==> src/hdl/vrrb_pkg.sv <==
`default_nettype none
// ----------------------------------------------------------------------------
// vrrb_pkg: shared definitions for the variable record ring buffer
// Mode and status codes, the result item layout, and parameter defaults.
// ----------------------------------------------------------------------------
package vrrb_pkg;

  // Parameter defaults for the top level.
  localparam int BUFFER_BYTES_DEF = 4096;
  localparam int HEADER_BYTES_DEF = 8;

  // Ring size register.
  localparam int             CFG_W          = 13;
  localparam logic [CFG_W-1:0] CFG_RESET    = 13'd4096;
  localparam int             MIN_RING_BYTES = 16;

  // Record counter, saturating.
  localparam int             CNT_W   = 13;
  localparam logic [CNT_W-1:0] CNT_MAX = 13'h1FFF;

  // Item modes.
  localparam logic [1:0] MODE_BEGIN = 2'd0;
  localparam logic [1:0] MODE_BYTE  = 2'd1;
  localparam logic [1:0] MODE_READ  = 2'd2;
  localparam logic [1:0] MODE_CLEAR = 2'd3;

  // Result status codes.
  localparam logic [1:0] ST_OK      = 2'd0;
  localparam logic [1:0] ST_DROPPED = 2'd1;
  localparam logic [1:0] ST_REJECT  = 2'd2;
  localparam logic [1:0] ST_EMPTY   = 2'd3;

  // One result item.
  typedef struct packed {
    logic [7:0] out_byte;
    logic       out_valid;
    logic       record_first;
    logic       record_last;
    logic [1:0] status;
  } res_t;

endpackage
`default_nettype wire

==> src/hdl/vrrb_ctrl.sv <==
`default_nettype none
// ----------------------------------------------------------------------------
// vrrb_ctrl: record sequencer for the variable record ring buffer
// Holds the ring pointers and counters, walks the storage through reads and
// writes for each item, and clears the storage after reset.
// ----------------------------------------------------------------------------
module vrrb_ctrl #(
  parameter int BUFFER_BYTES = 4096,
  parameter int HEADER_BYTES = 8,
  localparam int PW = $clog2(BUFFER_BYTES + 1),
  localparam int AW = $clog2(BUFFER_BYTES)
) (
  input  wire logic          clk,
  input  wire logic          rst,
  input  wire logic          start,
  input  wire logic [1:0]    mode,
  input  wire logic [15:0]   length,
  input  wire logic [7:0]    data_byte,
  input  wire logic [PW-1:0] ring_len,
  output logic               busy,
  output logic               done,
  output vrrb_pkg::res_t     res,
  output logic               mem_we,
  output logic [AW-1:0]      mem_waddr,
  output logic [7:0]         mem_wdata,
  output logic [AW-1:0]      mem_raddr,
  input  wire logic [7:0]    mem_rdata
);
  import vrrb_pkg::*;

  localparam int SW = ((PW > 16) ? PW : 16) + 1;
  localparam logic [SW-1:0] HDR_S    = SW'(HEADER_BYTES);
  localparam logic [SW-1:0] BUF_S    = SW'(BUFFER_BYTES);
  localparam logic [AW-1:0] HDR_LAST = AW'(HEADER_BYTES - 1);
  localparam logic [AW-1:0] CLR_LAST = AW'(BUFFER_BYTES - 1);

  typedef enum logic [10:0] {
    S_CLEAR  = 11'b000_0000_0001,
    S_IDLE   = 11'b000_0000_0010,
    S_ZERO   = 11'b000_0000_0100,
    S_WRAP   = 11'b000_0000_1000,
    S_HDR_LO = 11'b000_0001_0000,
    S_HDR_HI = 11'b000_0010_0000,
    S_SZ_LO  = 11'b000_0100_0000,
    S_SZ_HI  = 11'b000_1000_0000,
    S_SZ_CHK = 11'b001_0000_0000,
    S_POP    = 11'b010_0000_0000,
    S_POP_W  = 11'b100_0000_0000
  } state_t;

  state_t           state;
  logic [AW-1:0]    cnt;
  logic [PW-1:0]    wp;
  logic [PW-1:0]    rp;
  logic [CNT_W-1:0] count;
  logic [PW-1:0]    wbl;
  logic [PW-1:0]    rbl;
  logic [PW-1:0]    wsize;
  logic [15:0]      len_q;
  logic             dropped;
  logic             hopped;
  logic             first_q;
  logic [7:0]       size_lo;
  logic             rd_oob;

  logic [SW-1:0] wp_s, rp_s, sz_s, len_s, lenq_s, size_s;
  logic [PW-1:0] off;
  logic [7:0]    rd_byte;
  logic [15:0]   size_v;
  logic          begin_bad, ovr1, pending, wrap1, zero_fit;
  logic          we_full;
  logic [SW-1:0] waddr_s, raddr_s;

  // Widened views and the decisions taken at accept time.
  always_comb begin
    wp_s      = SW'(wp);
    rp_s      = SW'(rp);
    sz_s      = SW'(ring_len);
    len_s     = SW'(length);
    lenq_s    = SW'(len_q);
    off       = wsize - wbl;
    rd_byte   = rd_oob ? 8'd0 : mem_rdata;
    size_v    = {rd_byte, size_lo};
    size_s    = SW'(size_v);
    begin_bad = (len_s < HDR_S) || (len_s > sz_s) || (wbl != '0);
    ovr1      = (wp_s <= rp_s) && (wp_s + len_s > rp_s);
    pending   = (count != '0) || (rbl != '0);
    wrap1     = (wp_s + len_s > sz_s);
    zero_fit  = (wp_s + HDR_S <= sz_s);
  end

  // Storage write port.
  always_comb begin
    we_full   = 1'b0;
    waddr_s   = wp_s;
    mem_wdata = 8'd0;
    unique case (state)
      S_CLEAR: begin
        we_full = 1'b1;
        waddr_s = SW'(cnt);
      end
      S_IDLE: begin
        we_full   = start && (mode == MODE_BYTE) && (wbl != '0) && (off >= PW'(2));
        waddr_s   = wp_s + SW'(off);
        mem_wdata = data_byte;
      end
      S_ZERO: begin
        we_full = 1'b1;
        waddr_s = wp_s + SW'(cnt);
      end
      S_HDR_LO: begin
        we_full   = 1'b1;
        mem_wdata = len_q[7:0];
      end
      S_HDR_HI: begin
        we_full   = 1'b1;
        waddr_s   = wp_s + SW'(1);
        mem_wdata = len_q[15:8];
      end
      default: begin
        we_full = 1'b0;
      end
    endcase
    mem_we    = we_full && (waddr_s < BUF_S);
    mem_waddr = waddr_s[AW-1:0];
  end

  // Storage read port: the high size byte in S_SZ_HI, else the read point.
  always_comb begin
    raddr_s   = (state == S_SZ_HI) ? (rp_s + SW'(1)) : rp_s;
    mem_raddr = raddr_s[AW-1:0];
  end

  assign busy = (state != S_IDLE);

  // Sequencer.
  always_ff @(posedge clk) begin
    rd_oob <= (raddr_s >= BUF_S);
    if (rst) begin
      state <= S_CLEAR;
      cnt   <= '0;
      wp    <= '0;
      rp    <= '0;
      count <= '0;
      wbl   <= '0;
      rbl   <= '0;
      done  <= 1'b0;
    end else begin
      done <= 1'b0;
      unique case (state)
        S_CLEAR: begin
          cnt <= cnt + AW'(1);
          if (cnt == CLR_LAST) begin
            cnt   <= '0;
            state <= S_IDLE;
          end
        end
        S_IDLE: begin
          if (start) begin
            unique case (mode)
              MODE_BEGIN: begin
                if (begin_bad) begin
                  done <= 1'b1;
                  res  <= '{8'd0, 1'b0, 1'b0, 1'b0, ST_REJECT};
                end else begin
                  len_q   <= length;
                  dropped <= ovr1 && pending;
                  if (ovr1) begin
                    rp    <= wp;
                    count <= '0;
                    rbl   <= '0;
                  end
                  if (wrap1 && zero_fit) begin
                    cnt   <= '0;
                    state <= S_ZERO;
                  end else if (wrap1) begin
                    state <= S_WRAP;
                  end else begin
                    state <= S_HDR_LO;
                  end
                end
              end
              MODE_BYTE: begin
                if (wbl != '0) begin
                  wbl <= wbl - PW'(1);
                  if (wbl == PW'(1)) begin
                    wp <= wp + wsize;
                    if (count != CNT_MAX) begin
                      count <= count + CNT_W'(1);
                    end
                  end
                end
                done <= 1'b1;
                res  <= '{8'd0, 1'b0, 1'b0, 1'b0, ST_OK};
              end
              MODE_READ: begin
                len_q   <= length;
                first_q <= 1'b0;
                if (rbl != '0) begin
                  // The byte at the read point is being fetched already.
                  state <= S_POP_W;
                end else if (count == '0) begin
                  done <= 1'b1;
                  res  <= '{8'd0, 1'b0, 1'b0, 1'b0, ST_EMPTY};
                end else begin
                  hopped <= 1'b0;
                  if (rp_s + HDR_S > sz_s) begin
                    rp     <= '0;
                    hopped <= 1'b1;
                  end
                  state <= S_SZ_LO;
                end
              end
              default: begin
                wp    <= '0;
                rp    <= '0;
                count <= '0;
                wbl   <= '0;
                rbl   <= '0;
                done  <= 1'b1;
                res   <= '{8'd0, 1'b0, 1'b0, 1'b0, ST_OK};
              end
            endcase
          end
        end
        // Zero the header at the old write point as a wrap marker.
        S_ZERO: begin
          cnt <= cnt + AW'(1);
          if (cnt == HDR_LAST) begin
            state <= S_WRAP;
          end
        end
        // Restart at offset zero and repeat the overrun test there.
        S_WRAP: begin
          wp <= '0;
          if (lenq_s > rp_s) begin
            if (pending) begin
              dropped <= 1'b1;
            end
            rp    <= '0;
            count <= '0;
            rbl   <= '0;
          end
          state <= S_HDR_LO;
        end
        S_HDR_LO: begin
          state <= S_HDR_HI;
        end
        S_HDR_HI: begin
          wbl   <= PW'(len_q);
          wsize <= PW'(len_q);
          done  <= 1'b1;
          res   <= '{8'd0, 1'b0, 1'b0, 1'b0, dropped ? ST_DROPPED : ST_OK};
          state <= S_IDLE;
        end
        S_SZ_LO: begin
          state <= S_SZ_HI;
        end
        S_SZ_HI: begin
          size_lo <= rd_byte;
          state   <= S_SZ_CHK;
        end
        // Check the size field of the record at the read point.
        S_SZ_CHK: begin
          if (!hopped && (size_v == 16'd0)) begin
            rp     <= '0;
            hopped <= 1'b1;
            state  <= S_SZ_LO;
          end else if ((size_s < HDR_S) || (rp_s + size_s > sz_s)) begin
            count <= '0;
            rbl   <= '0;
            rp    <= wp;
            done  <= 1'b1;
            res   <= '{8'd0, 1'b0, 1'b0, 1'b0, ST_EMPTY};
            state <= S_IDLE;
          end else if (size_v > len_q) begin
            done  <= 1'b1;
            res   <= '{8'd0, 1'b0, 1'b0, 1'b0, ST_EMPTY};
            state <= S_IDLE;
          end else begin
            rbl     <= PW'(size_v);
            first_q <= 1'b1;
            state   <= S_POP;
          end
        end
        S_POP: begin
          state <= S_POP_W;
        end
        // Deliver the fetched byte and advance the read point.
        S_POP_W: begin
          rp   <= rp + PW'(1);
          rbl  <= rbl - PW'(1);
          if ((rbl == PW'(1)) && (count != '0)) begin
            count <= count - CNT_W'(1);
          end
          done  <= 1'b1;
          res   <= '{rd_byte, 1'b1, first_q, (rbl == PW'(1)), ST_OK};
          state <= S_IDLE;
        end
        default: begin
          state <= S_IDLE;
        end
      endcase
    end
  end

endmodule
`default_nettype wire

==> config.mk <==
export PLATFORM = sky130hd
export DESIGN_NAME = vrrb_ctrl
export DESIGN_NICKNAME = d
export VERILOG_FILES = /design/src/hdl/vrrb_pkg.sv /design/src/hdl/vrrb_ctrl.sv
export SDC_FILE = /design/constraint.sdc
export NUM_CORES = 1
export LEC_CHECK = 0
export ABC_AREA = 0
export BUFFER_PORTS_ARGS = -buffer_cell sky130_fd_sc_hd__clkbuf_2
export CAP_MARGIN = 5
export CORE_MARGIN = 10
export CORE_UTILIZATION = 40
export CTS_BUF_LIST = sky130_fd_sc_hd__clkbuf_4
export DETAILED_ROUTE_END_ITERATION = 6
export PLACE_DENSITY = 0.55
export SETUP_SLACK_MARGIN = 0.1
export SYNTH_ARGS = -nofsm -noshare
export SYNTH_HDL_FRONTEND = slang
export SYNTH_SLANG_ARGS = --single-unit
==> constraint.sdc <==
create_clock -name clk -period 7.75 [get_ports clk]
set_input_delay 1.1625 -clock clk [delete_from_list [all_inputs] [get_ports clk]]
set_output_delay 1.1625 -clock clk [all_outputs]
set_load 0.05 [all_outputs]
Word-level counts from Yosys, hierarchy flattened
Cells that the tools add are included.

cells by class
  bitwise logic cells = 1
  reduce and logical (&&, ||, !) cells = 45
  add/subtract/negate cells = 16
  equal/unequal tests = 56
  $lt $le $gt $ge = 14
  mux-type cells = 101

operators with widths
  cell                     number
  $mux W13                 34
  $pmux W13 S4             4
  $pmux W13 S2             6
  $pmux W11 S9             1
  $pmux W13 S3             2
  $mux W11                 6
  $mux W12                 5
  $pmux W14 S4             1
  $gt A17 B13 Y1           3
  $ne A2 B2 Y1 const B     20
  $ne A3 B3 Y1 const B     13
  $reduce_bool A13 Y1      3
  $sub A13 B1 Y13 const B  3
  $pmux W12 S3             1
  $add A13 B16 Y17         2
  $gt A16 B13 Y1           2
  $lt A16 B4 Y1 const B    2
  $pmux W16 S2             1
  $mux W10                 3
  $add A13 B1 Y14 const B  2
  $add A13 B4 Y14 const B  2
  $add A13 B1 Y13 const B  2
  $eq A13 B1 Y1 const B    2
  $mux W1                  24
  60 further kinds         89

word-level totals
  output and inout port bits = 48
  register bits = 143
  input bits = 50
  word-level logic and storage cells = 253

Logic depth before layout (Yosys ltp)
Gate-level depths: netlist of run 1.

  depth in word-level cells = 8
  gate-level depth with buffers = 21
  mapped depth without buffers = 21

Worst setup path before layout of run 1
No wires, ideal clock.

  path type = reg2out
  start point = register wsize[0]
  end point = output port mem_we
  stages on the path, launching flop included = 20
  arrival time = 4.805 ns
  path slack = 1.783 ns
  required time = 6.588 ns
  cell sequence = edfxtp_1 > inv_1 > ha_1 > inv_1 > fa_1 > a21o_1 > a211oi_1 > nor2_1 > or4_1 > a31o_2 > a21oi_1 > xnor2_1 > a22o_1 > ha_1 > nand3_1 > a211oi_1 > or3_1 > o21ai_0 > a21boi_0 > a311oi_1

between the ends
  cells in the longest elaborated chain, start to end = 5

ends and longest elaborated chain
  item                                                        line                                RTL
  start, declared                                             vrrb_ctrl.sv:58                     logic [PW-1:0] wsize;
  start signal, assigned                                      vrrb_ctrl.sv:251                    wsize <= PW'(len_q);
  $sub A13 B13 Y13 (*)                                        vrrb_ctrl.sv:81                     off = wsize - wbl;
  $add A13 B13 Y14 / $ge A13 B2 Y1 (equally long branches)    vrrb_ctrl.sv:104, vrrb_ctrl.sv:103
  $pmux W14 S4 / $logic_and A1 B1 Y1 (equally long branches)  vrrb_ctrl.sv:97, vrrb_ctrl.sv:103
  $lt A17 B13 Y1 / $pmux W1 S2 (equally long branches)        vrrb_ctrl.sv:124, vrrb_ctrl.sv:97
  $logic_and A1 B1 Y1 (*)                                     vrrb_ctrl.sv:124                    mem_we = we_full && (waddr_s < BUF_S);
  end, declared                                               vrrb_ctrl.sv:23                     output logic mem_we,

Mark *: on every way between the ends. The rest lies on a longest branch, timed or not.

Worst setup path in the final report of run 1
  start point = register wbl[0]
  end point = output port mem_we

between the ends
  cells in the longest elaborated chain, start to end = 5

ends and longest elaborated chain
  item                                                            line                               RTL
  start, declared                                                 vrrb_ctrl.sv:56                    logic [PW-1:0] wbl;
  start signal, assigned                                          vrrb_ctrl.sv:185                   wbl <= wbl - PW'(1);
  start signal, assigned                                          vrrb_ctrl.sv:250                   wbl <= PW'(len_q);
  $sub A13 B13 Y13 / $reduce_bool A13 Y1 (equally long branches)  vrrb_ctrl.sv:81, vrrb_ctrl.sv:103
  $add A13 B13 Y14 (tied with other cells)                        vrrb_ctrl.sv:104                   waddr_s = wp_s + SW'(off);
  $pmux W14 S4 / $logic_and A1 B1 Y1 (equally long branches)      vrrb_ctrl.sv:97, vrrb_ctrl.sv:103
  $lt A17 B13 Y1 / $pmux W1 S2 (equally long branches)            vrrb_ctrl.sv:124, vrrb_ctrl.sv:97
  $logic_and A1 B1 Y1 (*)                                         vrrb_ctrl.sv:124

Marked as above.

==> results.json, run 1 <==
{
  "drt_iter0_drc": 1168,
  "async_flop_share_pct": 0,
  "worstMarginPinSlew_ns": 1.257,
  "synth_edf_count": 53,
  "p_sw_share_pct": 36.66,
  "finClkSkew_ns": 0.03805,
  "clock-sinks": 143,
  "hold_viol": 0,
  "end_kind": "output port",
  "fin_nets": 2068,
  "syn_inst": 1742,
  "io_pins": 98,
  "slew_headroom_pct": 16.18,
  "worstPathRequired_ns": 6.59,
  "fp.dieW_microns": 206.8,
  "maxSlewViolCount": 0,
  "crit_start": "wbl[0]",
  "ys_seq_elements": 143,
  "yosys.cell_types.count": 89,
  "synth_area_per_cell_sq_um": 8.016,
  "viasPerCell": 6.039,
  "fmax_mhz": 154.6,
  "htree_levels": 4,
  "cts_made_buffers": 17,
  "grt_pass1_vias": 13200,
  "yosys.area.top_type_share_pct": 17.56,
  "cts_setup_buffers": 0,
  "cts_hold_buf": 0,
  "arrival_ns": 5.30,
  "cts.clk_slew.worst_paths_ns": 0.14,
  "coreArea_sq_um": 34460,
  "start_kind": "register",
  "grt_util_all_layers_pct": 23.83,
  "hp-start": "wbl[5]",
  "rsz0062_at_grt": "false",
  "syn2layout_area_growth_pct": 9.597,
  "worst_skew_pair.late_latency_ns": 0.63,
  "violations": "DRC",
  "min_to": "wbl[5]",
  "timing.rr.end": "rbl[4]",
  "synth_warnings": 0,
  "combPwrFrac_pct": 22.0,
  "dr_total_vias": 13810,
  "syn_area_sq_um": 13960,
  "drive_gt1_share_pct": 10.87,
  "maxCapViolCount": 0,
  "synth.net_count": 1993,
  "wl_per_cell_microns": 22.66,
  "dieArea_sq_um": 42780,
  "synth_area_leader_cell": "ha_1",
  "power_density_nw_per_um2": 112.4,
  "place_hpwl_mm": 39.40,
  "setup_ws_ns": 1.283,
  "whs_path_depth": 2,
  "setup_violations": 0,
  "tns_ns": 0,
  "initial_core_util_pct": 40.52,
  "ir_drop_uv": 71.27,
  "grt_max_degree": 49,
  "outcome": "finished, violations left",
  "gp_congestion": 0.9419,
  "ys.flop_type": "dfxtp_1",
  "first_pass_iters": 7,
  "antenna_found_initial": 1,
  "rrSetupSlack_ns": 2.05,
  "cts_max_path_buffers": 2,
  "synth_area_leaders": "ha_1 (18%), dfxtp_1 (13%), edfxtp_1 (11%)",
  "power_switching_uw": 630.5,
  "numPortBuffers": 97,
  "seq_area_frac_synth_pct": 24.30,
  "pwr-share-clk_pct": 31.4,
  "crit_type": "reg -> out",
  "regToRegStartpoint": "rp[0]",
  "grt_pass1_wl_mm": 78.57,
  "wl_mm": 51.80,
  "path_max_fanout": 6,
  "cts_resized": 0,
  "grt_overflow": 0,
  "hp-class": "reg -> reg",
  "clock-root-buffer": "clkbuf_4",
  "antenna_left": 0,
  "reg2reg_depth": 21,
  "leakagePower_nw": 6.564,
  "internal-power_mw": 1.090,
  "fin_crit_ns": 6.467,
  "rows": 68,
  "drc": 1,
  "die_h_microns": 206.8,
  "pwr-share-seq_pct": 46.6,
  "cts_tree": "yes",
  "fin_crit_sh_pct": 83.44,
  "dp_slack_ns": 1.816
}
-- synthesized netlist by cell type, types with 12 or more instances --
cell / instances
and2_1: 12
clkbuf_1: 59
a211oi_1: 32
nand4_1: 34
o211ai_1: 14
xor2_1: 23
ha_1: 196
a21o_1: 43
or3_1: 14
o21ai_0: 107
nand2b_1: 24
nor2_1: 152
xnor2_1: 73
and3_1: 25
nor2b_1: 22
o22ai_1: 12
nand3_1: 69
dfxtp_1: 90
nor3_1: 51
nand2_1: 122
a22oi_1: 21
nor4_1: 36
a221oi_1: 12
edfxtp_1: 53
a21oi_1: 124
inv_1: 111
a31oi_1: 12
-- critical path, cell delays in order (launching register included) --
cell      delay, ns
dfxtp_1        0.47
ha_1           0.21
inv_1          0.05
fa_1           0.40
a21o_1         0.19
a211oi_1       0.23
nor2_1         0.08
or4_1          0.43
a31o_2         0.25
a21oi_1        0.21
xnor2_1        0.11
a22o_1         0.21
ha_1           0.37
nand3_1        0.10
a211oi_1       0.22
o21ai_0        0.12
o21ai_0        0.18
a21boi_0       0.12
a311oi_1       0.38
clkbuf_2       0.36
-- sequential cells by signal (all words and copies together), names as in the netlist, 13 cells and up --
name   count
count     13
rp        13
wbl       13
rbl       13
wsize     13
res       13
wp        13
len_q     16
-- per-stage QoR --
step	instance area, sq um	cells	total power [mW]	utilization, %	hold WS, ns
after floorplan	13960	1742	1.068	-	0.4504
after global placement	15010	2253	1.185	43.55	0.4839
after detailed placement	15010	2253	1.191	43.55	0.4938
after CTS	15300	2285	1.722	44.40	0.5130
after global routing	15300	2286	1.795	44.41	0.5416
final	15300	2286	1.720	44.41	0.5156
-- layout make-up --
class                           count  area (sq um)
Inverter                          117         439.2
Tap cell                          455         569.3
Antenna cell                        1         2.502
Fill cell                        3542         19150
Sequential cell                   143          3393
Multi-Input combinational cell   1412          9901
Clock buffer                       17         127.6
Timing Repair Buffer              126         703.2
Clock inverter                     15         167.7
-- logic make-up after synthesis --
group / synth area share, %
DFF: 24.30
buffers and inverters: 5.099
adders and majority gates: 18.49
and+or+nand+nor: 21.91
muxes: 0.2240
xor gates and xnor gates: 6.021
AOI/OAI and AO/OA: 23.95
-- power groups by stage --
stage / combinational [mW] / clock (mW) / sequential (mW)
detailed placement: 0.373 / 0 / 0.818
floorplan: 0.256 / 0 / 0.812
CTS: 0.374 / 0.545 / 0.802
global route: 0.420 / 0.571 / 0.804
finish: 0.379 / 0.540 / 0.802
global placement: 0.367 / 0 / 0.818
-- worst max path at each step --
stage	end	slack, ns	cells past startpoint
CTS	mem_we	1.36	19
finish	mem_we	1.28	19
detailed placement	rp[2]	1.82	17
global placement	rbl[2]	2.01	17
global route	mem_we	0.95	19
floorplan	mem_we	1.78	19
-- cell usage in the layout (no fill, tap or decap), types with 14 or more instances in the layout --
cell type / n
nand3_1: 69
edfxtp_1: 53
clkbuf_2: 96
a21oi_1: 124
nor2_1: 151
nand4_1: 34
xnor2_1: 73
clkbuf_4: 17
nor3_1: 50
nor4_1: 33
inv_1: 111
nand2_1: 122
a211oi_1: 32
ha_1: 196
dfxtp_1: 90
buf_4: 29
o211ai_1: 14
nand2b_1: 24
or3_1: 14
a21o_1: 43
xor2_1: 23
a22oi_1: 21
o21ai_0: 107
and3_1: 25
nor2b_1: 22
-- metal layers --
layer  up-vias  global-route usage, %  part of all wire, %
li1       6659                      -                    -
met1      6512                  32.01                   45
met2       526                  36.86                   44
met3       108                  5.072                  8.0
met4         0                  8.823                  3.4
met5         -                      0                    0
Power figures use the tool's default switching activity.
==> run 2, diff against run 1 <==
==> constraint.sdc (replaced) <==
create_clock -name clk -period 6.7 [get_ports clk]
set_input_delay 1.005 -clock clk [delete_from_list [all_inputs] [get_ports clk]]
set_output_delay 1.005 -clock clk [all_outputs]
set_load 0.05 [all_outputs]
==> results.json, run 2 (synthesis gave the netlist of run 1 again) <==
{
  "postLayoutCellArea_sq_um": 15280,
  "maxSlewViolCount": 0,
  "fin_nets": 2067,
  "fin_crit_sh_pct": 92.43,
  "setup_ws_ns": 0.5070,
  "wl_mm": 51.12,
  "fmax_mhz": 161.5,
  "finClkSkew_ns": 0.04200,
  "antenna_left": 0,
  "power_density_nw_per_um2": 128.2,
  "place_hpwl_mm": 39.08,
  "fp.dieW_microns": 206.8,
  "tns_ns": 0,
  "maxCapViolCount": 0,
  "syn2layout_area_growth_pct": 9.445,
  "cts.clk_slew.worst_paths_ns": 0.14,
  "grt_overflow": 0,
  "gp_congestion": 0.9514,
  "slew_headroom_pct": 16.33,
  "nFillCells": 3512,
  "grt_pass1_vias": 13080,
  "cts_setup_buffers": 0,
  "arrival_ns": 5.19,
  "rows": 68,
  "dp_slack_ns": 0.8043,
  "outcome": "finished, final reports clean",
  "final_common_cell": "ha_1",
  "fin_crit_ns": 6.193,
  "start_kind": "register",
  "wl_per_cell_microns": 22.37,
  "hold_viol": 0,
  "cp_slowest_cell": "or4_1",
  "die_h_microns": 206.8,
  "dpl_cell_area_sq_um": 15000,
  "drt_iter0_drc": 1056,
  "cts_made_buffers": 17,
  "antenna_found_initial": 1,
  "drive_gt1_share_pct": 10.88,
  "power_mw": 1.959,
  "path_max_fanout": 6,
  "dieArea_sq_um": 42780,
  "cts_tree": "yes",
  "numPortBuffers": 97,
  "timing.hold.ws_ns": 0.5116,
  "io_pins": 98,
  "viasPerCell": 6.093,
  "grt_pass1_wl_mm": 77.55,
  "grt_max_degree": 58,
  "drc": 0,
  "setup_violations": 0,
  "clock-root-buffer": "clkbuf_4",
  "max_flop_register": "len_q",
  "crit_type": "reg -> out",
  "leakagePower_nw": 6.563,
  "cts_max_path_buffers": 2,
  "mostFrequentLayoutCells": "ha_1 (196), nor2_1 (151), a21oi_1 (124)",
  "htree_levels": 4,
  "cts_hold_buf": 0,
  "clock-sinks": 143,
  "coreArea_sq_um": 34460,
  "path_cells": "inv_1, ha_1, inv_1, fa_1, a21o_1, a211oi_1, nor2_1, or4_1, a31o_2, a21oi_1, xnor2_1, a22o_1, ha_1, nand3_1, a211oi_1, o21ai_0, o21ai_0, a21boi_0, a311oi_1, buf_4",
  "end_kind": "output port",
  "worstMarginPinSlew_ns": 1.255,
  "rsz0062_at_grt": "false",
  "worst_skew_pair.late_latency_ns": 0.63,
  "hp-class": "reg -> reg",
  "largest_reg_flops": 16,
  "dr_total_vias": 13920,
  "crit_path_max_incr_delay_ns": 0.43,
  "grt_util_all_layers_pct": 23.54,
  "initial_core_util_pct": 40.52,
  "ir_drop_uv": 95.08,
  "first_pass_iters": 7,
  "worstPathRequired_ns": 5.69
}
[run 2: cell count changes in the layout (fill, tap and decap cells not counted), sizes merged]
cell | previous run | this run
clkbuf | 113 | 112
clkinvlp | 2 | 0
inv | 123 | 125
[run 2: metal layers]
metal  GRT usage [%]  wire [microns]
met1           31.75           23390
met2           36.77           22620
met3           4.260            3447
met4           8.745            1654
met5               0               0
[run 2: power breakdown]
part           internal, mW  switching, mW  total, mW  leakage, nW
Sequential            0.909         0.0180      0.927         1.21
Combinational         0.146          0.292      0.438         5.19
Clock                 0.197          0.397      0.594        0.160
Total                  1.25          0.707       1.96         6.56
[run 2: metrics by stage]
step / std cells / util [%]
after floorplan: 1742 / -
after global placement: 2252 / 43.54
after detailed placement: 2252 / 43.54
after CTS: 2284 / 44.33
after global routing: 2285 / 44.35
final: 2285 / 44.35
[run 2: worst paths after layout]
check,startpoint,end,slack [ns],depth (start not counted)
max reg2reg,rp[0],rp[10],1.11,21
max,wsize[0],mem_we,0.51,20
min,wbl[6],wbl[6],0.51,2
min reg2reg,wbl[6],wbl[6],0.51,2
[run 2: critical path: cells and delay by family, from the launching register on]
| family | cells | cell delay (ns) |
|---|---|---|
| compound gates | 10 | 2.07 |
| flops | 1 | 0.42 |
| simple gates | 3 | 0.63 |
| buf+inv | 3 | 0.40 |
| fa+ha+maj | 3 | 0.93 |
| xor+xnor | 1 | 0.12 |
[run 2: timing repair]
item                                    CTS  global route
gates resized for setup                   0             4
hold endpoints to repair                  0             0
endpoints found under the setup margin    0             1
[run 2: final cells by class]
cell class	instances	area, sq um	area share, %
clock inverter	15	145.1	0.9497
multi-input combinational	1412	9906	64.82
inverter	117	439.2	2.874
tap	455	569.3	3.725
clock buffer	17	127.6	0.8351
timing repair buffer	125	698.2	4.569
sequential	143	3395	22.21
antenna	1	2.502	0.01637
==> run 3, diff against run 2 <==
--- a/config.mk
+++ b/config.mk
@@ -9,11 +9,12 @@
 export BUFFER_PORTS_ARGS = -buffer_cell sky130_fd_sc_hd__clkbuf_2
 export CAP_MARGIN = 5
 export CORE_MARGIN = 10
-export CORE_UTILIZATION = 40
+export CORE_UTILIZATION = 31
 export CTS_BUF_LIST = sky130_fd_sc_hd__clkbuf_4
 export DETAILED_ROUTE_END_ITERATION = 6
-export PLACE_DENSITY = 0.55
+export PLACE_DENSITY = 0.45
 export SETUP_SLACK_MARGIN = 0.1
 export SYNTH_ARGS = -nofsm -noshare
 export SYNTH_HDL_FRONTEND = slang
 export SYNTH_SLANG_ARGS = --single-unit
+export TNS_END_PERCENT = 100
==> results.json, run 3 (synthesis gave the netlist of run 1 again) <==
{
  "clock-sinks": 143,
  "hold_viol": 0,
  "worstPathRequired_ns": 5.69,
  "wl_mm": 55.46,
  "cts_setup_buffers": 0,
  "dieArea_sq_um": 53930,
  "cts_tree": "yes",
  "antenna_found_initial": 2,
  "grt_overflow": 0,
  "final_common_cell": "ha_1",
  "numPortBuffers": 97,
  "hp-start": "wbl[11]",
  "fin_crit_sh_pct": 92.35,
  "first_pass_iters": 6,
  "maxSlewViolCount": 0,
  "path_buf_inv": 3,
  "hp-class": "reg -> reg",
  "dp_slack_ns": 0.7459,
  "postLayoutCellArea_sq_um": 15500,
  "grt_pass1_vias": 13210,
  "maxCapViolCount": 0,
  "power_density_nw_per_um2": 128.0,
  "wl_per_cell_microns": 22.85,
  "grt_pass1_wl_mm": 83.69,
  "finClkSkew_ns": 0.02857,
  "path_cells": "inv_1, ha_1, inv_1, fa_1, a21o_1, a211oi_1, nor2_1, or4_1, a31o_2, a21oi_1, xnor2_1, a22o_1, ha_1, nand3_1, a211oi_1, o21ai_0, o21ai_0, a21boi_0, a311oi_2, buf_6",
  "tns_ns": 0,
  "dr_total_vias": 13790,
  "antenna_left": 0,
  "ir_drop_uv": 105.6,
  "cts_max_path_buffers": 2,
  "cts_made_buffers": 17,
  "regToRegStartpoint": "rp[0]",
  "drc": 0,
  "path_delay_family": "compound AO/OA/AOI/OAI gates",
  "io_pins": 98,
  "fp.dieW_microns": 232.2,
  "start_kind": "register",
  "outcome": "finished, final reports clean",
  "crit_type": "reg -> out",
  "slew_headroom_pct": 20.48,
  "cp_slowest_cell": "edfxtp_1",
  "arrival_ns": 5.18,
  "drive_gt1_share_pct": 11.07,
  "path_max_fanout": 6,
  "place_hpwl_mm": 42.18,
  "crit_path_max_incr_delay_ns": 0.43,
  "viasPerCell": 5.682,
  "crit_start": "wsize[0]",
  "fmax_mhz": 161.6,
  "drt_iter0_drc": 1333,
  "coreArea_sq_um": 44410,
  "timing.hold.ws_ns": 0.5132,
  "setup_violations": 0,
  "largest_reg_flops": 16,
  "nFillCells": 4689,
  "rows": 77,
  "fin_nets": 2071,
  "syn2layout_area_growth_pct": 11.02,
  "setup_ws_ns": 0.5125,
  "mostFrequentLayoutCells": "ha_1 (196), nor2_1 (151), a21oi_1 (124)",
  "clock-root-buffer": "clkbuf_4",
  "worst_skew_pair.late_latency_ns": 0.67,
  "rsz0062_at_grt": "false",
  "gp_congestion": 0.8981,
  "leakagePower_nw": 6.576,
  "dpl_cell_area_sq_um": 15200,
  "htree_levels": 4,
  "fin_crit_ns": 6.188,
  "max_flop_register": "len_q",
  "initial_core_util_pct": 31.44,
  "cts_hold_buf": 0,
  "worstMarginPinSlew_ns": 1.193,
  "grt_util_all_layers_pct": 20.25,
  "grt_max_degree": 61,
  "die_h_microns": 232.2,
  "cts_resized": 0,
  "end_kind": "output port",
  "cts.clk_slew.worst_paths_ns": 0.15
}
==> run 3: cell types whose count changed in the layout (fill, tap and decap cells not counted), sizes merged <==
cell | previous run | this run
inv | 125 | 119
clkinv | 6 | 11
buf | 30 | 34
clkinvlp | 0 | 1
diode | 1 | 2
==> run 3: layout make-up <==
cell class	instances	area (sq um)	share of cell area [%]
flip-flops and latches	143	3393	21.89
well taps	592	740.7	4.778
multi-input cells	1412	9913	63.95
diodes	2	5.005	0.03228
clock inverters	15	151.4	0.9766
inverters	117	439.2	2.833
repair buffers	129	732.0	4.722
clock buffers	17	127.6	0.8232
==> run 3: layer usage <==
layer  vias to the layer above  share of wire [%]  global-route usage [%]
met5                         -                  0                       0
met3                        70                5.6                   3.140
met1                      6609                 47                   27.45
li1                       6674                  -                       -
met2                       437                 45                   32.29
met4                         0                2.6                   6.310
==> run 3: worst register-to-register path, delay by kind of cell (launching register included) <==
kind / cells / cell delay (ns)
flip-flops: 1 / 0.63
AND/OR/NAND/NOR: 4 / 0.84
adder cells (fa/ha/maj): 4 / 1.16
buffers and inverters: 2 / 0.30
AO/OA/AOI/OAI: 9 / 2.33
XOR/XNOR: 1 / 0.10
multiplexers: 1 / 0.13
==> run 3: final timing paths <==
check / end / slack [ns] / depth (start not counted)
worst min-delay path: wbl[11] / 0.51 / 2
worst min register to register: wbl[11] / 0.51 / 2
worst max register to register: rp[4] / 1.15 / 21
worst max-delay path: mem_we / 0.51 / 20
==> run 3: through the flow <==
step,std cells,power (mW),util (%)
floorplan,1742,1.235,-
global placement,2392,1.386,34.22
detailed placement,2392,1.389,34.22
CTS,2424,1.997,34.85
global route,2427,2.084,34.90
finish,2427,1.985,34.90
==> run 3: report_power, final <==
part	internal, mW	total (mW)	switching, mW
sequential	0.909	0.929	0.0203
combinational	0.148	0.448	0.300
clock	0.196	0.607	0.411
total	1.25	1.98	0.731
